### config.mk
export PLATFORM = sky130hd
export DESIGN_NAME = sli_ctrl
export DESIGN_NICKNAME = d
export VERILOG_FILES = /design/src/rtl/sli_pkg.sv /design/src/rtl/sli_ctrl.sv
export SDC_FILE = /design/constraint.sdc
export NUM_CORES = 1
export LEC_CHECK = 0
export BUFFER_PORTS_ARGS = -buffer_cell sky130_fd_sc_hd__buf_4
export CORE_MARGIN = 5
export CORE_UTILIZATION = 30
export CTS_CLUSTER_DIAMETER = 50
export DETAILED_ROUTE_END_ITERATION = 8
export HOLD_SLACK_MARGIN = 0.12
export PLACE_DENSITY = 0.51
export SLEW_MARGIN = 10
export SYNTH_ARGS = -nofsm -noshare
export SYNTH_HDL_FRONTEND = slang
export SYNTH_SLANG_ARGS = --single-unit
### constraint.sdc
create_clock -name clk_i -period 1.5 [get_ports clk_i]
set_input_delay 0.075 -clock clk_i [delete_from_list [all_inputs] [get_ports clk_i]]
set_output_delay 0.075 -clock clk_i [all_outputs]
set_load 0.1 [all_outputs]
### src/rtl/sli_pkg.sv
// Package for the sorted list intersection unit: payload types, handshake codes and command structs.
`timescale 1ns / 1ps

package sli_pkg;

  localparam int unsigned SERIAL_BITS = 16;
  localparam int unsigned CFG_BITS    = 3;

  localparam logic [CFG_BITS-1:0] NUM_LISTS_RESET = 3'd2;

  localparam logic REQ_LOAD = 1'b0;
  localparam logic REQ_RUN  = 1'b1;

  typedef struct packed {
    logic                   req_type;
    logic [1:0]             list_sel;
    logic [SERIAL_BITS-1:0] serial_value;
  } sli_in_t;

  typedef struct packed {
    logic [SERIAL_BITS-1:0] match_serial;
    logic                   none_found;
    logic                   overflow;
    logic                   last;
  } sli_out_t;

  typedef struct packed {
    logic load;
    logic walk_init;
    logic fetch_rst;
    logic fetch;
    logic match;
    logic adv_min;
    logic final_push;
  } sli_cmd_t;

  typedef struct packed {
    logic exhausted;
    logic fetch_last;
    logic all_eq;
    logic pend_valid;
    logic out_space;
  } sli_status_t;

endpackage

### src/rtl/sli_ctrl.sv
// Controller state machine that sequences loads and the intersection walk.
`timescale 1ns / 1ps

module sli_ctrl (
  input  logic                clk_i,
  input  logic                rst_ni,
  input  logic                in_valid_i,
  input  logic                req_type_i,
  output logic                in_ready_o,
  input  sli_pkg::sli_status_t status_i,
  output sli_pkg::sli_cmd_t    cmd_o
);

  typedef enum logic [5:0] {
    ST_IDLE   = 6'b000001,
    ST_CHECK  = 6'b000010,
    ST_FETCH  = 6'b000100,
    ST_WAIT   = 6'b001000,
    ST_DECIDE = 6'b010000,
    ST_FINAL  = 6'b100000
  } state_e;

  state_e state_q, state_d;

  always_comb begin
    state_d = state_q;
    cmd_o   = '0;
    case (state_q)
      ST_IDLE: begin
        if (in_valid_i) begin
          if (req_type_i == sli_pkg::REQ_RUN) begin
            cmd_o.walk_init = 1'b1;
            state_d         = ST_CHECK;
          end else begin
            cmd_o.load = 1'b1;
          end
        end
      end
      ST_CHECK: begin
        if (status_i.exhausted) begin
          state_d = ST_FINAL;
        end else begin
          cmd_o.fetch_rst = 1'b1;
          state_d         = ST_FETCH;
        end
      end
      ST_FETCH: begin
        cmd_o.fetch = 1'b1;
        if (status_i.fetch_last) begin
          state_d = ST_WAIT;
        end
      end
      ST_WAIT: begin
        state_d = ST_DECIDE;
      end
      ST_DECIDE: begin
        if (status_i.all_eq) begin
          if (!status_i.pend_valid || status_i.out_space) begin
            cmd_o.match = 1'b1;
            state_d     = ST_CHECK;
          end
        end else begin
          cmd_o.adv_min = 1'b1;
          state_d       = ST_CHECK;
        end
      end
      ST_FINAL: begin
        if (status_i.out_space) begin
          cmd_o.final_push = 1'b1;
          state_d          = ST_IDLE;
        end
      end
      default: begin
        state_d = ST_IDLE;
      end
    endcase
  end

  always_ff @(posedge clk_i or negedge rst_ni) begin
    if (!rst_ni) begin
      state_q <= ST_IDLE;
    end else begin
      state_q <= state_d;
    end
  end

  assign in_ready_o = (state_q == ST_IDLE);

endmodule

Word-level counts from Yosys, hierarchy flattened
Index checks and enable logic that the tools add are counted.
{ "word_totals": {"elab_cells": 36, "ff_bits": 6, "out_inout_bits": 8} }
{ "op_classes": {"n_eq_ne": 11, "reduce_logical": 3, "muxes": 21} }
{ "op_table": {"columns": ["cell", "count"], "rows": [
  ["$mux W6", 7],
  ["$pmux W6 S6", 1],
  ["$mux W1", 10],
  ["$ne A2 B2 Y1 const B", 4],
  ["$eq A6 B1 Y1 const B", 1],
  ["$eq A6 B2 Y1 const B", 1],
  ["$eq A6 B3 Y1 const B", 1],
  ["$eq A6 B4 Y1 const B", 1],
  ["$eq A6 B5 Y1 const B", 1],
  ["$eq A6 B6 Y1 const B", 1],
  ["$mux W2", 3],
  ["$reduce_and A5 Y1", 1],
  ["$ne A3 B3 Y1 const B", 1],
  ["$logic_not A1 Y1", 1],
  ["$logic_or A1 B1 Y1", 1]
]} }

Longest topological paths before layout
{ "depth": {"depth_word": 5, "ltp_mapped": 5, "ltp_nobuf": 4} }

Worst setup path before layout
Ideal clock, no wire load.
{ "synth_timing": {"path_type": "register -> output", "from": "reg state_q[1]", "to": "out cmd_o[2] in the netlist's numbering", "path_stages_with_launch": 5, "n_path_buf": 1, "required_ns": 1.425, "arrival_ns": 3.114, "setup_slack_ns": -1.689, "path_cell_list": "dfrtp_1 -> buf_2 -> nor4_2 -> nand2_1 -> nor3b_1"} }
{ "synth_rtl": {"columns": ["element", "line", "text"], "rows": [
  ["start, declared", "sli_ctrl.sv:23", "state_e state_q, state_d;"],
  ["start signal, assigned", "sli_ctrl.sv:83", "state_q <= state_d;"],
  ["end, declared", "sli_ctrl.sv:11", "output sli_pkg::sli_cmd_t cmd_o"]
]} }

==> flow_summary_export.csv <==
group,metric,value,unit
placed_design,port-buffer-count,16,
grt,grt_max_degree,9,
timing,period_minus_slack,1711,ps
grt,grt_overflow,0,
floorplanning,die_area,2329,um^2
layout,stdcell_area,935.9,um^2
layout,top_regs,"state_q x6",
placed_design,post-dp-hpwl,1.032,mm
critical_path,required,1420,ps
detailed_routing,wirelength,1.517,mm
synthesis,synth.top_cell.area_share,28.49,%
floorplanning,core_region_area,1350,um^2
timing,rsz0062_at_grt,"true",
critical_path,worstSetupEndpointType,"output pin",
flow_run,drv_cap,0,
floorplanning,initial_core_util,32.53,%
outcome,violations,"negative setup slack",
detailed_routing,firstDrtPassIters,4,
hold_path,hold_path_class,"in -> async",
outcome,outcome,"finished with violations",
timing,max_slew_margin,80.84,%
synthesis,synth_most_common_cell,"nor2_1",
detailed_routing,num_vias,549,
detailed_routing,drtIter0Drc,1,
timing,fmax,584.5,MHz
layout,utilization,69.32,%
floorplanning,rows,13,
layout,diodes,0,
pwr,ir_worst_vdd,1390,uV
synthesis,netlist_instances,51,
synthesis,synthTopCellsByArea,"dfrtp_1, dfstp_2, nor2_1, and4b_1, o21ai_0",
floorplanning,die_w,48.26,um
clocking,htreeDepth,1,
grt,grt_pass1_wl,2.283,mm
critical_path,worstPathMaxFanout,2,
synthesis,synth_commonest_cells,"nor2_1, dfrtp_1, nand2_1, o21ai_0, nor2b_1",
floorplanning,fp.dieH,48.26,um
timing,worstMarginPinSlew,284.8,ps
placed_design,gp_congestion,0.8203,
layout,area_growth,113.1,%
synthesis,synth_edf_count,0,
layout,largest_reg_flops,6,
grt,gr-usage-all-layers,15.66,%
clocking,cts.sinks,6,
layout,largest_register,"state_q",
detailed_routing,drtAntennaViolNets,0,
clocking,cts_buffer_depth,2,
synthesis,yosys_warnings,0,
timing,fin_worst_skew,3.511,ps
critical_path,cp.arrival,1640,ps
pwr,power_leakage,0.4207,nW
clocking,cts_inserted_buffers,3,
synthesis,post_synth_num_cell_types,27,
clocking,worst_skew_pair.late_latency,250,ps
synthesis,synth-async-reset-ratio,100.0,%
synthesis,synth_ff_type,"dfrtp_1",
detailed_routing,avgViaCountPerCell,5.330,
clocking,cts_root_buf,"clkbuf_4",
synthesis,yosysSeqAreaShare,34.47,%
clocking,clk_pin_slew,50,ps
synthesis,synth_area_leader_cell,"dfrtp_1",
timing,hold_viol_final,0,
layout,nets,98,
timing,period_share,114.1,%
timing,layout_setup_ws,-210.8,ps
grt,grt_pass1_vias,503,
critical_path,critPathKind,"reg -> out",
grt,antenna_found_initial,0,
detailed_routing,drc,0,
layout,drive_above_1_share,64.77,%
detailed_routing,wl_per_cell,14.73,um
timing,drv_slew,0,
timing,setup_viol,8,
placed_design,place_area,669.4,um^2
clocking,cts_tree,"done",
synthesis,ys_ff_latch,6,
synthesis,syn_nets,60,
floorplanning,io_pins,17,
critical_path,startpoint_type,"flop",
pwr,powerDensity,1316,nW/um^2
synthesis,syn-cell-area,439.2,um^2
synthesis,postSynthAreaPerCell,8.611,um^2
==> metrics by stage <==
step / setup slack [ps] / total power [mW] / hold WS, ps / TNS (ps) / std cells
final: -210.8 / 1.231 / 166.7 / -1165 / 103
after global routing: -287.8 / 1.312 / 172.7 / -1924 / 103
after CTS: -230.6 / 1.149 / 162.1 / -1059 / 99
after detailed placement: -98.60 / 0.8224 / -116.8 / -187.4 / 88
after floorplan: -307.1 / 0.7105 / -220.6 / -1305 / 51
after global placement: -65.87 / 0.8219 / -118.3 / -145.6 / 88
==> placed cells by master (no fill, tap or decap), drive strengths merged <==
cell / n
clkbuf: 4
inv: 1
o21ai: 4
nor3: 2
nand3: 3
o21bai: 1
and4bb: 1
nor2b: 3
nor4: 2
or2: 1
o211ai: 1
nand4b: 1
nor3b: 1
nand2: 4
and3b: 1
nand4: 1
clkinvlp: 1
dfrtp: 5
buf: 34
xor2: 1
dfstp: 1
nor2: 6
and4b: 2
and2b: 1
dlygate4sd3: 2
a21oi: 4
==> power breakdown <==
group / internal [mW] / total [mW] / leakage [nW] / switching, mW
Sequential: 0.199 / 0.257 / 0.0781 / 0.0578
Clock: 0.101 / 0.161 / 0.0150 / 0.0599
Combinational: 0.369 / 0.814 / 0.328 / 0.444
==> layout make-up <==
| class | instances | area, um^2 |
|---|---|---|
| tap | 15 | 18.77 |
| fill | 102 | 414.1 |
| multi-input combinational | 40 | 340.3 |
| inverter | 2 | 11.26 |
| timing repair buffer | 36 | 386.6 |
| sequential | 6 | 152.6 |
| clock buffer | 4 | 26.28 |
==> repair_timing <==
action                     CTS  global route
buffers inserted             5             5
setup endpoints to repair    9            12
hold endpoints to repair     7             0
gates resized for setup     29            11
hold buffers                 2             0
pin swaps                    8             9
==> kinds of logic after synthesis <==
family                    Yosys count  synth area share, %
AOI/OAI and AO/OA                  10                15.39
buffers and inverters               5                5.699
xor gates and xnor gates            1                1.995
and+or+nand+nor                    29                42.45
DFF                                 6                34.47
==> worst max-delay path, stage by stage, from the launching register on <==
cell	delay, ps
dfrtp_1	380
buf_6	130
nor4_4	300
buf_4	160
and4b_2	240
buf_12	180
==> metal layers <==
layer | track usage, % | routed length (um)
met5 | 0 | 0
met4 | 17.20 | 106
met3 | 4.797 | 59
met2 | 23.44 | 753
met1 | 16.33 | 598
==> final timing paths <==
check | startpoint | endpoint | slack (ps) | depth (start not counted)
worst max-delay path | state_q[3] | cmd_o[0] | -210 | 5
worst min-delay path | rst_ni | state_q[2] | 170 | 2
worst max register to register | state_q[3] | state_q[3] | -10 | 7
worst min register to register | state_q[2] | state_q[5] | 580 | 2
max in group asynchronous | rst_ni | state_q[0] | 1130 | 2
min in group clk_i | req_type_i | state_q[1] | 220 | 4
Power figures use the tool's default switching activity.
